[config.mk]
export PLATFORM = sky130hd
export DESIGN_NAME = beacon_session_controller
export DESIGN_NICKNAME = d
export VERILOG_FILES = /design/src/sv/bsc_pkg.sv /design/src/sv/bsc_core.sv /design/src/sv/bsc_out_fifo.sv /design/src/sv/beacon_session_controller.sv
export VERILOG_INCLUDE_DIRS = /design/src /design/src/sv
export SDC_FILE = /design/constraint.sdc
export NUM_CORES = 1
export LEC_CHECK = 0
export ABC_AREA = 1
export BUFFER_PORTS_ARGS = -buffer_cell sky130_fd_sc_hd__buf_2
export CAP_MARGIN = 5
export CORE_AREA = 2 2 327 329
export CTS_CLUSTER_DIAMETER = 40
export CTS_CLUSTER_SIZE = 16
export DETAILED_ROUTE_END_ITERATION = 10
export DIE_AREA = 0 0 329 331
export PLACE_DENSITY = 0.59
export SETUP_SLACK_MARGIN = 0.5
export SYNTH_ARGS = -nofsm -noshare
export SYNTH_HDL_FRONTEND = slang
export SYNTH_HIERARCHICAL = 1
export SYNTH_SLANG_ARGS = --single-unit
export TNS_END_PERCENT = 100
[constraint.sdc]
create_clock -name clk_i -period 6 [get_ports clk_i]
set_input_delay 0.3 -clock clk_i [delete_from_list [all_inputs] [get_ports clk_i]]
set_output_delay 0.3 -clock clk_i [all_outputs]
set_load 0.05 [all_outputs]
[src/sv/beacon_session_controller_assert.svh]
// ----------------------------------------------------------------------------
// beacon session controller assertion macros
// concurrent checks clocked on clk_i, held off while rst_ni is low
// ----------------------------------------------------------------------------
`ifndef BEACON_SESSION_CONTROLLER_ASSERT_SVH
`define BEACON_SESSION_CONTROLLER_ASSERT_SVH

// property must hold at every edge out of reset
`define BSC_ASSERT(lbl, prop, msg) \
  lbl: assert property (@(posedge clk_i) disable iff (!rst_ni) prop) else $error(msg);

// condition must never be seen out of reset
`define BSC_ASSERT_NEVER(lbl, cond, msg) \
  lbl: assert property (@(posedge clk_i) disable iff (!rst_ni) !(cond)) else $error(msg);

`endif

[src/sv/bsc_pkg.sv]
// ----------------------------------------------------------------------------
// bsc_pkg
// types, codes and helpers shared by the beacon session controller
// ----------------------------------------------------------------------------
`timescale 1ns / 1ps
`default_nettype none

package bsc_pkg;

  localparam int BSC_TIME_BITS = 32;
  localparam int BSC_ID_BITS   = 32;
  localparam int CFG_BITS      = 32;
  localparam int CFG_IDX_BITS  = 3;

  // result queue: two slots per item plus room for the beat in flight
  localparam int FIFO_DEPTH = 4;
  localparam int FIFO_PTR_BITS = $clog2(FIFO_DEPTH);
  localparam int FIFO_CNT_BITS = $clog2(FIFO_DEPTH + 1);

  localparam int IN_TDATA_BITS  = 88;
  localparam int OUT_TDATA_BITS = 40;

  // register indexes
  localparam logic [CFG_IDX_BITS-1:0] CFG_ACK_TIMEOUT   = 3'd0;
  localparam logic [CFG_IDX_BITS-1:0] CFG_BEACON_INT    = 3'd1;
  localparam logic [CFG_IDX_BITS-1:0] CFG_SOS_INT       = 3'd2;
  localparam logic [CFG_IDX_BITS-1:0] CFG_REUNITED_HOLD = 3'd3;
  localparam logic [CFG_IDX_BITS-1:0] CFG_ALERT_REPEAT  = 3'd4;
  localparam logic [CFG_IDX_BITS-1:0] CFG_SOS_PRESS     = 3'd5;

  localparam logic [CFG_BITS-1:0] RST_ACK_TIMEOUT   = 32'd30000;
  localparam logic [CFG_BITS-1:0] RST_BEACON_INT    = 32'd2000;
  localparam logic [CFG_BITS-1:0] RST_SOS_INT       = 32'd1000;
  localparam logic [CFG_BITS-1:0] RST_REUNITED_HOLD = 32'd5000;
  localparam logic [CFG_BITS-1:0] RST_ALERT_REPEAT  = 32'd3000;
  localparam logic [CFG_BITS-1:0] RST_SOS_PRESS     = 32'd2000;

  // session states, reported codes
  localparam logic [2:0] ST_ALERTING = 3'd0;
  localparam logic [2:0] ST_BEACON   = 3'd1;
  localparam logic [2:0] ST_SOS      = 3'd2;
  localparam logic [2:0] ST_REUNITED = 3'd3;
  localparam logic [2:0] ST_DONE     = 3'd4;

  // message types
  localparam logic [2:0] MT_ACK        = 3'd0;
  localparam logic [2:0] MT_BEACON     = 3'd1;
  localparam logic [2:0] MT_REUNITE    = 3'd2;
  localparam logic [2:0] MT_SOS_ALERT  = 3'd3;
  localparam logic [2:0] MT_SOS_CANCEL = 3'd4;

  localparam logic [1:0] BEEP_NONE   = 2'd0;
  localparam logic [1:0] BEEP_DOUBLE = 2'd1;
  localparam logic [1:0] BEEP_SHORT  = 2'd2;
  localparam logic [1:0] BEEP_ERROR  = 2'd3;

  localparam logic [1:0] VIBE_NONE  = 2'd0;
  localparam logic [1:0] VIBE_SHORT = 2'd1;
  localparam logic [1:0] VIBE_LONG  = 2'd2;

  localparam logic [1:0] WIFI_NONE        = 2'd0;
  localparam logic [1:0] WIFI_HOTSPOT_ON  = 2'd1;
  localparam logic [1:0] WIFI_HOTSPOT_OFF = 2'd2;

  typedef enum logic [4:0] {
    M_ALERTING = 5'b00001,
    M_BEACON   = 5'b00010,
    M_SOS      = 5'b00100,
    M_REUNITED = 5'b01000,
    M_DONE     = 5'b10000
  } mode_e;

  typedef struct packed {
    logic              kind;
    logic [31:0]       now_ms;
    logic              pkt_valid;
    logic [31:0]       pkt_sender;
    logic [2:0]        pkt_type;
    logic signed [8:0] pkt_strength;
    logic signed [7:0] pkt_peer_report;
    logic              select_pressed;
    logic              up_held;
  } item_t;

  typedef struct packed {
    logic       send_valid;
    logic [2:0] send_type;
    logic [1:0] beep;
    logic [1:0] vibe;
    logic [1:0] wifi;
  } act_t;

  typedef struct packed {
    logic [2:0]        session_state;
    logic              send_valid;
    logic [2:0]        send_type;
    logic signed [7:0] strength_report;
    logic [1:0]        beep_cmd;
    logic [1:0]        vibe_cmd;
    logic [1:0]        wifi_cmd;
    logic signed [8:0] local_strength;
    logic signed [7:0] remote_strength;
    logic              last_of_run;
  } res_t;

  function automatic logic [2:0] mode_code(mode_e m);
    logic [2:0] c;
    case (m)
      M_ALERTING: c = ST_ALERTING;
      M_BEACON:   c = ST_BEACON;
      M_SOS:      c = ST_SOS;
      M_REUNITED: c = ST_REUNITED;
      default:    c = ST_DONE;
    endcase
    return c;
  endfunction

  function automatic logic signed [7:0] sat8(logic signed [8:0] v);
    logic signed [7:0] r;
    if (v < -9'sd128) begin
      r = -8'sd128;
    end else if (v > 9'sd127) begin
      r = 8'sd127;
    end else begin
      r = v[7:0];
    end
    return r;
  endfunction

endpackage

`default_nettype wire

[src/sv/bsc_core.sv]
// ----------------------------------------------------------------------------
// bsc_core
// session state, timing registers and the per-item step logic
// ----------------------------------------------------------------------------
`timescale 1ns / 1ps
`default_nettype none

module bsc_core import bsc_pkg::*; #(
  parameter int TIME_BITS = BSC_TIME_BITS,
  parameter int ID_BITS   = BSC_ID_BITS
) (
  input  wire logic                    clk_i,
  input  wire logic                    rst_ni,
  input  wire logic                    cfg_we_i,
  input  wire logic [CFG_IDX_BITS-1:0] cfg_idx_i,
  input  wire logic [CFG_BITS-1:0]     cfg_data_i,
  input  wire logic                    step_i,
  input  wire item_t                   item_i,
  output res_t                         res_a_o,
  output res_t                         res_b_o,
  output logic                         two_o
);

  // compare width covers both the time counter and the 32-bit limits
  localparam int CW = (TIME_BITS > CFG_BITS) ? TIME_BITS : CFG_BITS;

  logic [CFG_BITS-1:0] ack_timeout_q, beacon_int_q, sos_int_q;
  logic [CFG_BITS-1:0] reunited_hold_q, alert_repeat_q, sos_press_q;

  mode_e                mode_q, mode_d;
  logic [ID_BITS-1:0]   peer_ident_q, peer_ident_d;
  logic [TIME_BITS-1:0] phase_start_q, phase_start_d;
  logic [TIME_BITS-1:0] last_send_q, last_send_d;
  logic [TIME_BITS-1:0] last_alert_q, last_alert_d;
  logic [TIME_BITS-1:0] last_sos_q, last_sos_d;
  logic [TIME_BITS-1:0] press_start_q, press_start_d;
  logic                 pressing_q, pressing_d;
  logic signed [8:0]    peer_str_q, peer_str_d;
  logic signed [7:0]    peer_rep_q, peer_rep_d;

  logic [CW-1:0]        now_w;
  logic [TIME_BITS-1:0] now_t;
  logic                 got;
  act_t                 act_a, act_b;

  // wrapping elapsed time, compared against a register value
  function automatic logic el_ge(logic [TIME_BITS-1:0] now, logic [TIME_BITS-1:0] then,
                                 logic [CFG_BITS-1:0] lim);
    logic [TIME_BITS-1:0] el;
    el = now - then;
    return CW'(el) >= CW'(lim);
  endfunction

  // same, strictly past the limit
  function automatic logic el_gt(logic [TIME_BITS-1:0] now, logic [TIME_BITS-1:0] then,
                                 logic [CFG_BITS-1:0] lim);
    logic [TIME_BITS-1:0] el;
    el = now - then;
    return CW'(el) > CW'(lim);
  endfunction

  assign now_w = CW'(item_i.now_ms);
  assign now_t = now_w[TIME_BITS-1:0];
  assign got   = item_i.pkt_valid && (item_i.pkt_sender[ID_BITS-1:0] == peer_ident_q);

  always_comb begin
    logic reunite;
    reunite       = 1'b0;
    mode_d        = mode_q;
    peer_ident_d  = peer_ident_q;
    phase_start_d = phase_start_q;
    last_send_d   = last_send_q;
    last_alert_d  = last_alert_q;
    last_sos_d    = last_sos_q;
    press_start_d = press_start_q;
    pressing_d    = pressing_q;
    peer_str_d    = peer_str_q;
    peer_rep_d    = peer_rep_q;
    act_a         = '0;
    act_b         = '0;
    two_o         = 1'b0;

    if (item_i.kind) begin
      peer_ident_d  = item_i.pkt_sender[ID_BITS-1:0];
      peer_str_d    = item_i.pkt_strength;
      peer_rep_d    = item_i.pkt_peer_report;
      mode_d        = M_ALERTING;
      phase_start_d = now_t;
      last_alert_d  = '0;
      last_send_d   = now_t;
      pressing_d    = 1'b0;
      act_a.beep    = BEEP_ERROR;
    end else begin
      case (mode_q)
        M_ALERTING: begin
          if (el_ge(now_t, last_alert_q, alert_repeat_q)) begin
            last_alert_d = now_t;
            act_a.beep   = BEEP_DOUBLE;
            act_a.vibe   = VIBE_SHORT;
          end
          if (item_i.select_pressed) begin
            act_a.send_valid = 1'b1;
            act_a.send_type  = MT_ACK;
            act_a.wifi       = WIFI_HOTSPOT_ON;
            last_send_d      = now_t;
            mode_d           = M_BEACON;
          end else if (el_gt(now_t, phase_start_q, ack_timeout_q)) begin
            act_a.wifi = WIFI_HOTSPOT_OFF;
            mode_d     = M_DONE;
          end
        end
        M_BEACON: begin
          if (got) begin
            peer_str_d = item_i.pkt_strength;
            peer_rep_d = item_i.pkt_peer_report;
            if (item_i.pkt_type == MT_REUNITE) begin
              reunite       = 1'b1;
              act_a.wifi    = WIFI_HOTSPOT_OFF;
              act_a.beep    = BEEP_DOUBLE;
              act_a.vibe    = VIBE_LONG;
              mode_d        = M_REUNITED;
              phase_start_d = now_t;
            end
          end
          if (!reunite) begin
            if (el_ge(now_t, last_send_q, beacon_int_q)) begin
              act_a.send_valid = 1'b1;
              act_a.send_type  = MT_BEACON;
              last_send_d      = now_t;
            end
            if (item_i.select_pressed) begin
              // a beacon already took the first beat, confirm goes second
              if (act_a.send_valid) begin
                two_o            = 1'b1;
                act_b.send_valid = 1'b1;
                act_b.send_type  = MT_REUNITE;
                act_b.wifi       = WIFI_HOTSPOT_OFF;
              end else begin
                act_a.send_valid = 1'b1;
                act_a.send_type  = MT_REUNITE;
                act_a.wifi       = WIFI_HOTSPOT_OFF;
              end
              mode_d = M_DONE;
            end else if (item_i.up_held) begin
              if (!pressing_q) begin
                pressing_d    = 1'b1;
                press_start_d = now_t;
              end else if (el_ge(now_t, press_start_q, sos_press_q)) begin
                pressing_d = 1'b0;
                mode_d     = M_SOS;
                last_sos_d = '0;
                act_a.beep = BEEP_ERROR;
              end
            end else begin
              pressing_d = 1'b0;
            end
          end
        end
        M_SOS: begin
          if (el_ge(now_t, last_sos_q, sos_int_q)) begin
            last_sos_d       = now_t;
            act_a.send_valid = 1'b1;
            act_a.send_type  = MT_SOS_ALERT;
            act_a.beep       = BEEP_SHORT;
          end
          if (got) begin
            peer_str_d = item_i.pkt_strength;
            peer_rep_d = item_i.pkt_peer_report;
          end
          if (item_i.select_pressed) begin
            if (act_a.send_valid) begin
              two_o            = 1'b1;
              act_b.send_valid = 1'b1;
              act_b.send_type  = MT_SOS_CANCEL;
            end else begin
              act_a.send_valid = 1'b1;
              act_a.send_type  = MT_SOS_CANCEL;
            end
            mode_d = M_BEACON;
          end
        end
        M_REUNITED: begin
          if (el_gt(now_t, phase_start_q, reunited_hold_q)) begin
            act_a.wifi = WIFI_HOTSPOT_OFF;
            mode_d     = M_DONE;
          end
        end
        default: begin
        end
      endcase
    end
  end

  always_comb begin
    res_a_o.session_state   = mode_code(mode_d);
    res_a_o.send_valid      = act_a.send_valid;
    res_a_o.send_type       = act_a.send_valid ? act_a.send_type : MT_ACK;
    res_a_o.strength_report = sat8(peer_str_d);
    res_a_o.beep_cmd        = act_a.beep;
    res_a_o.vibe_cmd        = act_a.vibe;
    res_a_o.wifi_cmd        = act_a.wifi;
    res_a_o.local_strength  = peer_str_d;
    res_a_o.remote_strength = peer_rep_d;
    res_a_o.last_of_run     = !two_o;

    res_b_o                 = res_a_o;
    res_b_o.send_valid      = act_b.send_valid;
    res_b_o.send_type       = act_b.send_valid ? act_b.send_type : MT_ACK;
    res_b_o.beep_cmd        = act_b.beep;
    res_b_o.vibe_cmd        = act_b.vibe;
    res_b_o.wifi_cmd        = act_b.wifi;
    res_b_o.last_of_run     = 1'b1;
  end

  always_ff @(posedge clk_i or negedge rst_ni) begin
    if (!rst_ni) begin
      ack_timeout_q   <= RST_ACK_TIMEOUT;
      beacon_int_q    <= RST_BEACON_INT;
      sos_int_q       <= RST_SOS_INT;
      reunited_hold_q <= RST_REUNITED_HOLD;
      alert_repeat_q  <= RST_ALERT_REPEAT;
      sos_press_q     <= RST_SOS_PRESS;
    end else if (cfg_we_i) begin
      case (cfg_idx_i)
        CFG_ACK_TIMEOUT:   ack_timeout_q   <= cfg_data_i;
        CFG_BEACON_INT:    beacon_int_q    <= cfg_data_i;
        CFG_SOS_INT:       sos_int_q       <= cfg_data_i;
        CFG_REUNITED_HOLD: reunited_hold_q <= cfg_data_i;
        CFG_ALERT_REPEAT:  alert_repeat_q  <= cfg_data_i;
        CFG_SOS_PRESS:     sos_press_q     <= cfg_data_i;
        default: begin
        end
      endcase
    end
  end

  always_ff @(posedge clk_i or negedge rst_ni) begin
    if (!rst_ni) begin
      mode_q        <= M_DONE;
      peer_ident_q  <= '0;
      phase_start_q <= '0;
      last_send_q   <= '0;
      last_alert_q  <= '0;
      last_sos_q    <= '0;
      press_start_q <= '0;
      pressing_q    <= 1'b0;
      peer_str_q    <= '0;
      peer_rep_q    <= '0;
    end else if (step_i) begin
      mode_q        <= mode_d;
      peer_ident_q  <= peer_ident_d;
      phase_start_q <= phase_start_d;
      last_send_q   <= last_send_d;
      last_alert_q  <= last_alert_d;
      last_sos_q    <= last_sos_d;
      press_start_q <= press_start_d;
      pressing_q    <= pressing_d;
      peer_str_q    <= peer_str_d;
      peer_rep_q    <= peer_rep_d;
    end
  end

endmodule

`default_nettype wire

[src/sv/bsc_out_fifo.sv]
// ----------------------------------------------------------------------------
// bsc_out_fifo
// small result queue, takes up to two beats a cycle and gives one
// ----------------------------------------------------------------------------
`timescale 1ns / 1ps
`default_nettype none

module bsc_out_fifo import bsc_pkg::*; (
  input  wire logic                     clk_i,
  input  wire logic                     rst_ni,
  input  wire logic                     push_a_i,
  input  wire logic                     push_b_i,
  input  wire res_t                     data_a_i,
  input  wire res_t                     data_b_i,
  input  wire logic                     pop_i,
  output res_t                          data_o,
  output logic                          valid_o,
  output logic [FIFO_CNT_BITS-1:0]      cnt_o
);

  res_t                     mem_q [FIFO_DEPTH];
  logic [FIFO_PTR_BITS-1:0] wr_ptr_q, wr_ptr_d, rd_ptr_q, rd_ptr_d;
  logic [FIFO_PTR_BITS-1:0] wr_ptr_b;
  logic [FIFO_CNT_BITS-1:0] cnt_q, cnt_d;

  assign wr_ptr_b = wr_ptr_q + FIFO_PTR_BITS'(1);
  assign wr_ptr_d = wr_ptr_q + FIFO_PTR_BITS'(push_a_i) + FIFO_PTR_BITS'(push_b_i);
  assign rd_ptr_d = rd_ptr_q + FIFO_PTR_BITS'(pop_i);
  assign cnt_d    = cnt_q + FIFO_CNT_BITS'(push_a_i) + FIFO_CNT_BITS'(push_b_i)
                  - FIFO_CNT_BITS'(pop_i);

  assign data_o  = mem_q[rd_ptr_q];
  assign valid_o = (cnt_q != '0);
  assign cnt_o   = cnt_q;

  always_ff @(posedge clk_i or negedge rst_ni) begin
    if (!rst_ni) begin
      wr_ptr_q <= '0;
      rd_ptr_q <= '0;
      cnt_q    <= '0;
    end else begin
      wr_ptr_q <= wr_ptr_d;
      rd_ptr_q <= rd_ptr_d;
      cnt_q    <= cnt_d;
    end
  end

  always_ff @(posedge clk_i) begin
    if (push_a_i) begin
      mem_q[wr_ptr_q] <= data_a_i;
    end
    if (push_b_i) begin
      mem_q[wr_ptr_b] <= data_b_i;
    end
  end

endmodule

`default_nettype wire

[src/sv/beacon_session_controller.sv]
// ----------------------------------------------------------------------------
// beacon_session_controller
// target-side radio search session: alerting, beacon, sos, reunited, done
//
//   channel   | dir | handshake              | payload
//   ----------+-----+------------------------+-------------------------------
//   s_axis    | in  | tvalid / tready        | tdata item fields, tuser kind
//   m_axis    | out | tvalid / tready        | tdata result fields, tlast
//   cfg       | in  | cfg_we_i               | cfg_idx_i, cfg_data_i
//
// an accepted beat is held in the input register until the queue has room, then its step is
// evaluated and one or two result beats land in a 4-entry result queue
// one item per cycle sustained while the queue keeps two free slots
// the input register advances only while the queue has two free slots,
// so a stalled m_axis backs up into s_axis tready
// reset: state done, timing registers at their defaults, queue empty
// ----------------------------------------------------------------------------
`timescale 1ns / 1ps
`default_nettype none

`include "beacon_session_controller_assert.svh"

module beacon_session_controller import bsc_pkg::*; #(
  parameter int TIME_BITS = BSC_TIME_BITS,
  parameter int ID_BITS   = BSC_ID_BITS
) (
  input  wire logic                      clk_i,
  input  wire logic                      rst_ni,
  input  wire logic                      s_axis_tvalid,
  output logic                           s_axis_tready,
  // now_ms, pkt_valid, pkt_sender, pkt_type, pkt_strength, pkt_peer_report,
  // select_pressed, up_held
  input  wire logic [IN_TDATA_BITS-1:0]  s_axis_tdata,
  // kind
  input  wire logic                      s_axis_tuser,
  output logic                           m_axis_tvalid,
  input  wire logic                      m_axis_tready,
  // session_state, send_valid, send_type, strength_report, beep_cmd,
  // vibe_cmd, wifi_cmd, local_strength, remote_strength
  output logic [OUT_TDATA_BITS-1:0]      m_axis_tdata,
  // last_of_run
  output logic                           m_axis_tlast,
  input  wire logic                      cfg_we_i,
  input  wire logic [CFG_IDX_BITS-1:0]   cfg_idx_i,
  input  wire logic [CFG_BITS-1:0]       cfg_data_i
);

  item_t                    in_item;
  item_t                    stg_item_q;
  logic                     stg_valid_q, stg_valid_d;
  logic                     adv;
  logic                     s_accept;
  res_t                     res_a, res_b, head;
  logic                     two;
  logic [FIFO_CNT_BITS-1:0] fifo_cnt;

  assign in_item.kind            = s_axis_tuser;
  assign in_item.now_ms          = s_axis_tdata[31:0];
  assign in_item.pkt_valid       = s_axis_tdata[32];
  assign in_item.pkt_sender      = s_axis_tdata[64:33];
  assign in_item.pkt_type        = s_axis_tdata[67:65];
  assign in_item.pkt_strength    = s_axis_tdata[76:68];
  assign in_item.pkt_peer_report = s_axis_tdata[84:77];
  assign in_item.select_pressed  = s_axis_tdata[85];
  assign in_item.up_held         = s_axis_tdata[86];

  // room for a two-beat run, independent of the output side this cycle
  assign adv           = stg_valid_q &&
                         (fifo_cnt <= FIFO_CNT_BITS'(FIFO_DEPTH - 2));
  assign s_axis_tready = !stg_valid_q || adv;
  assign s_accept      = s_axis_tvalid && s_axis_tready;
  assign stg_valid_d   = s_accept ? 1'b1 : (adv ? 1'b0 : stg_valid_q);

  always_ff @(posedge clk_i or negedge rst_ni) begin
    if (!rst_ni) begin
      stg_valid_q <= 1'b0;
    end else begin
      stg_valid_q <= stg_valid_d;
    end
  end

  always_ff @(posedge clk_i) begin
    if (s_accept) begin
      stg_item_q <= in_item;
    end
  end

  bsc_core #(
    .TIME_BITS (TIME_BITS),
    .ID_BITS   (ID_BITS)
  ) u_core (
    .clk_i      (clk_i),
    .rst_ni     (rst_ni),
    .cfg_we_i   (cfg_we_i),
    .cfg_idx_i  (cfg_idx_i),
    .cfg_data_i (cfg_data_i),
    .step_i     (adv),
    .item_i     (stg_item_q),
    .res_a_o    (res_a),
    .res_b_o    (res_b),
    .two_o      (two)
  );

  bsc_out_fifo u_out_fifo (
    .clk_i    (clk_i),
    .rst_ni   (rst_ni),
    .push_a_i (adv),
    .push_b_i (adv && two),
    .data_a_i (res_a),
    .data_b_i (res_b),
    .pop_i    (m_axis_tvalid && m_axis_tready),
    .data_o   (head),
    .valid_o  (m_axis_tvalid),
    .cnt_o    (fifo_cnt)
  );

  assign m_axis_tdata = {2'b00, head.remote_strength, head.local_strength, head.wifi_cmd,
                         head.vibe_cmd, head.beep_cmd, head.strength_report,
                         head.send_type, head.send_valid, head.session_state};
  assign m_axis_tlast = head.last_of_run;

  `BSC_ASSERT(a_cnt_bound, fifo_cnt <= FIFO_CNT_BITS'(FIFO_DEPTH), "result queue overfilled")
  `BSC_ASSERT(a_run_cont, m_axis_tvalid && m_axis_tready && !m_axis_tlast |=> m_axis_tvalid, "second beat of a run missing")
  `BSC_ASSERT(a_two_kind, adv && two |-> (res_b.send_type == MT_REUNITE || res_b.send_type == MT_SOS_CANCEL), "bad second message")
  `BSC_ASSERT(a_first_send, adv && two |-> res_a.send_valid && !res_a.last_of_run, "two-beat run without a first send")
  `BSC_ASSERT_NEVER(a_stall_empty, !s_axis_tready && !stg_valid_q, "input stalled with empty register")

endmodule

`default_nettype wire

==> results_tabular.tex <==
\begin{tabular}{lr}
\hline
Metric & Value \\
\hline
\multicolumn{2}{l}{\textbf{Synthesis}} \\
Most frequently used flop master after synthesis & dfrtp\_1 \\
Biggest area contributors in the synthesized netlist & dfrtp\_1 (23\%), edfxtp\_1 (18\%), nand2\_1 (13\%) \\
Asr flop ratio synth & 62.97\% \\
Commonest cells post-synth & nand2\_1 (1398), inv\_1 (866), o21ai\_0 (522) \\
Flip-flop and latch count after synthesis & 659 \\
Largest area contributor in the synthesized netlist & dfrtp\_1 \\
Synth unique cells & 55 \\
Number of synthesized flops with an enable pin & 244 \\
Warnings, synthesis & 6 \\
Gate count of the mapped netlist & 5298 \\
Cell Area, Synth & 41830 um\^{}2 \\
Share of Yosys cell area claimed by the top area cell type & 22.55\% \\
Cell with the most instances after synthesis & nand2\_1 \\
Register area share after synthesis & 42.45\% \\
Post-Synthesis Mean Instance Area & 7.896 um\^{}2 \\
\multicolumn{2}{l}{\textbf{STA}} \\
Number of hold-slack violations in the final timing report & 0 \\
Maximum achievable frequency & 181.3 MHz \\
Number of pins with negative max-slew slack in the final report & 0 \\
Final Cycle Share & 91.93\% \\
Setup repair after global routing missed its margin & yes \\
Max-slew headroom at the worst pin & 23.16\% \\
Transition time at the pin with the least slew margin & 1.151 ns \\
Final-layout worst hold slack & 0.03070 ns \\
Clock skew after layout & 0.03287 ns \\
Minimum clock period & 5.516 ns \\
Number of failing setup endpoints in the final timing report & 0 \\
\multicolumn{2}{l}{\textbf{Global route}} \\
Aggregate global-route resource usage & 22.32\% \\
Total congestion overflow after global routing & 0 \\
Via count of the first global-routing pass & 34060 \\
Antenna violations before repair & 0 \\
First-pass GRT wire length & 190700 um \\
Largest net degree at the start of global routing & 151 \\
\multicolumn{2}{l}{\textbf{Route}} \\
Post-route ant nets & 0 \\
Number of remaining DRC errors & 0 \\
Number of search-and-repair iterations in the first detailed-routing pass & 5 \\
Vias after detailed routing & 35960 \\
Post-DR wirelength/cell & 17.21 um \\
Detail-routed via count per cell & 5.032 \\
DR iter-0 viols & 2949 \\
Total wire length & 123000 um \\
\multicolumn{2}{l}{\textbf{Floorplan}} \\
Initial Utilization & 39.85\% \\
Number of placement rows & 119 \\
I/O pin count & 172 \\
Core Footprint & 105000 um\^{}2 \\
Floorplan die area & 108900 um\^{}2 \\
Die Height & 331 um \\
Die Width & 329 um \\
\multicolumn{2}{l}{\textbf{Final layout}} \\
Fraction of layout cells with a size suffix above 1 & 13.62\% \\
Count of antenna diodes in the layout & 0 \\
Final nets & 6140 \\
Layout overhead on the synthesized area & 22.33\% \\
\multicolumn{2}{l}{\textbf{Clock network}} \\
Sinks on the clock net & 659 \\
Clock root buffer master & clkbuf\_16 \\
Number of H-tree branching levels & 4 \\
Buffer levels on the longest clock path & 3 \\
Skew-Pair Late Insertion Delay & 0.72 ns \\
Total CTS buffers & 130 \\
Clock transition at the registers of the reported paths & 0.05 ns \\
TritonCTS clock tree & built \\
\multicolumn{2}{l}{\textbf{Power and ir drop}} \\
Sw Pwr & 0.01366 W \\
Sequential power share & 22.5\% \\
Cell leakage power & 24.51 nW \\
Power density cells & 590.6 nW/um\^{}2 \\
Part of the power in the clock network & 23.8\% \\
Relative contribution of combinational cells to total power & 53.7\% \\
Design internal power & 0.01657 W \\
Total power & 0.03022 W \\
Worst supply voltage drop on vdd & 0.0003105 V \\
Switching part of the total power & 45.18\% \\
\multicolumn{2}{l}{\textbf{Place}} \\
RePlAce Congestion & 0.9326 \\
Port bufs & 168 \\
Detailed placement HPWL & 85840 um \\
\multicolumn{2}{l}{\textbf{Setup path}} \\
Critical setup path kind & reg -> reg \\
Highest fanout seen on the critical path & 3 \\
Critical-path top delay cell & edfxtp\_1 \\
Element type at the critical path start & flip-flop \\
Critical path arrival & 6.16 ns \\
Endpoint required time on the critical path & 6.65 ns \\
Highest cell delay on the worst timing path & 0.40 ns \\
Endpoint kind of the worst setup timing path & flip-flop \\
\multicolumn{2}{l}{\textbf{Status}} \\
Status & finished clean \\
\multicolumn{2}{l}{\textbf{Hold path}} \\
Hold Path Class & in -> reg \\
\multicolumn{2}{l}{\textbf{Job}} \\
Max-capacitance violation count & 0 \\
\hline
\end{tabular}
[worst paths after layout]
check	slack, ns	to	startpoint	cells past startpoint
min	0.03	u_core/alert_repeat_q[0]$_DFFE_PN0P_	cfg_data_i[0]	3
min in group asynchronous	0.22	u_core/sos_press_q[24]$_DFFE_PN0P_	rst_ni	2
min reg2reg	0.48	u_core/sos_press_q[24]$_DFFE_PN0P_	u_core/sos_press_q[24]$_DFFE_PN0P_	2
max in group asynchronous	4.20	u_core/beacon_int_q[4]$_DFFE_PN1P_	rst_ni	4
max	0.48	u_out_fifo/cnt_o[2]$_DFF_PN0_	stg_item_q[55]$_DFFE_PP_	36
max reg2reg	0.48	u_out_fifo/cnt_o[2]$_DFF_PN0_	stg_item_q[55]$_DFFE_PP_	36
[power by group through the flow]
| stage | Sequential, W | Clock [W] | Combinational [W] |
|---|---|---|---|
| 2_1_floorplan | 0.00673 | 0 | 0.0111 |
| 3_3_place_gp | 0.00685 | 0 | 0.0150 |
| 3_5_place_dp | 0.00688 | 0 | 0.0152 |
| 4_1_cts | 0.00682 | 0.00733 | 0.0155 |
| 5_1_grt | 0.00695 | 0.00754 | 0.0183 |
| 6_report | 0.00681 | 0.00719 | 0.0162 |
[per-layer routing]
layer	part of all wire, %	vias to the layer above	GRT usage (%)
li1	-	17990	-
met1	46	16770	30.88
met2	46	1002	35.58
met3	5.6	206	3.571
met4	2.9	0	7.574
met5	0	-	0
[final cells by class]
| class | instances | area [um^2] |
|---|---|---|
| Clock buffer | 165 | 3568 |
| Clock inverter | 68 | 754.5 |
| Fill cell | 10150 | 53800 |
| Inverter | 875 | 3288 |
| Multi-Input combinational cell | 3561 | 20630 |
| Sequential cell | 659 | 17760 |
| Tap cell | 1391 | 1740 |
| Timing Repair Buffer | 427 | 3430 |
[state kept, by name, summed over array words and instances, names as in the netlist]
| register | flops |
|---|---|
| u_core/phase_start_q | 32 |
| u_core/peer_ident_q | 32 |
| u_core/peer_str_q | 9 |
| u_core/alert_repeat_q | 32 |
| u_core/peer_rep_q | 8 |
| u_core/pressing_q | 1 |
| u_out_fifo/mem_q | 156 |
| u_core/last_alert_q | 32 |
| u_out_fifo/rd_ptr_q | 2 |
| u_core/last_send_q | 32 |
| u_out_fifo/wr_ptr_q | 2 |
| stg_item_q | 88 |
| u_core/sos_press_q | 32 |
| u_core/last_sos_q | 32 |
| u_core/mode_q | 5 |
| stg_valid_q | 1 |
| u_core/ack_timeout_q | 32 |
| u_core/reunited_hold_q | 32 |
| u_core/sos_int_q | 32 |
| u_out_fifo/cnt_o | 3 |
| u_core/press_start_q | 32 |
| u_core/beacon_int_q | 32 |
[what timing repair did]
item,4_1_cts,5_1_grt
setup endpoints to repair,348,382
resized for setup,50,153
hold buffers,93,0
pin swaps,15,57
gates cloned,0,11
setup buffers,19,23
endpoints found under the hold margin,190,0
[worst max-delay path, delay by kind of cell, from the launching register on]
family	cells	cell delay, ns
and+or+nand+nor	19	2.11
adders and majority gates	6	1.80
AOI/OAI and AO/OA	4	0.53
buffers and inverters	7	0.59
DFF	1	0.40
[placed cells by master (no fill, tap or decap), types with 39 or more instances in the layout]
cell           instances
nand3_1              246
nor2_1               195
clkbuf_16            142
xor2_1               112
nor3_1                39
a21oi_1              267
nand4_1              111
dfrtp_1              376
buf_4                125
dlygate4sd3_1         93
buf_2                167
ha_1                 324
inv_1                856
nand2_1             1368
xnor2_1               50
o21ai_0              510
edfxtp_1             244
[logic make-up after synthesis]
| group | share of synthesized area [%] |
|---|---|
| AOI/OAI and AO/OA | 12.26 |
| xor gates and xnor gates | 3.413 |
| adders and majority gates | 10.82 |
| buffers and inverters | 10.41 |
| DFF | 42.45 |
| muxes | 0.1884 |
| other | 0.02692 |
| and+or+nand+nor | 20.43 |
[per-stage QoR]
stage	instance area, um^2	worst slack, ns	setup TNS, ns	util (%)	instances
floorplan	41890	0.5063	0	-	5304
global placement	44450	0.06467	0	42.35	6766
detailed placement	44450	-0.02485	-0.06916	42.35	6766
CTS	50070	0.4574	0	47.70	7111
global route	51170	0.1841	0	48.75	7146
finish	51170	0.4843	0	48.75	7146
(Power assumes the default switching activity.)
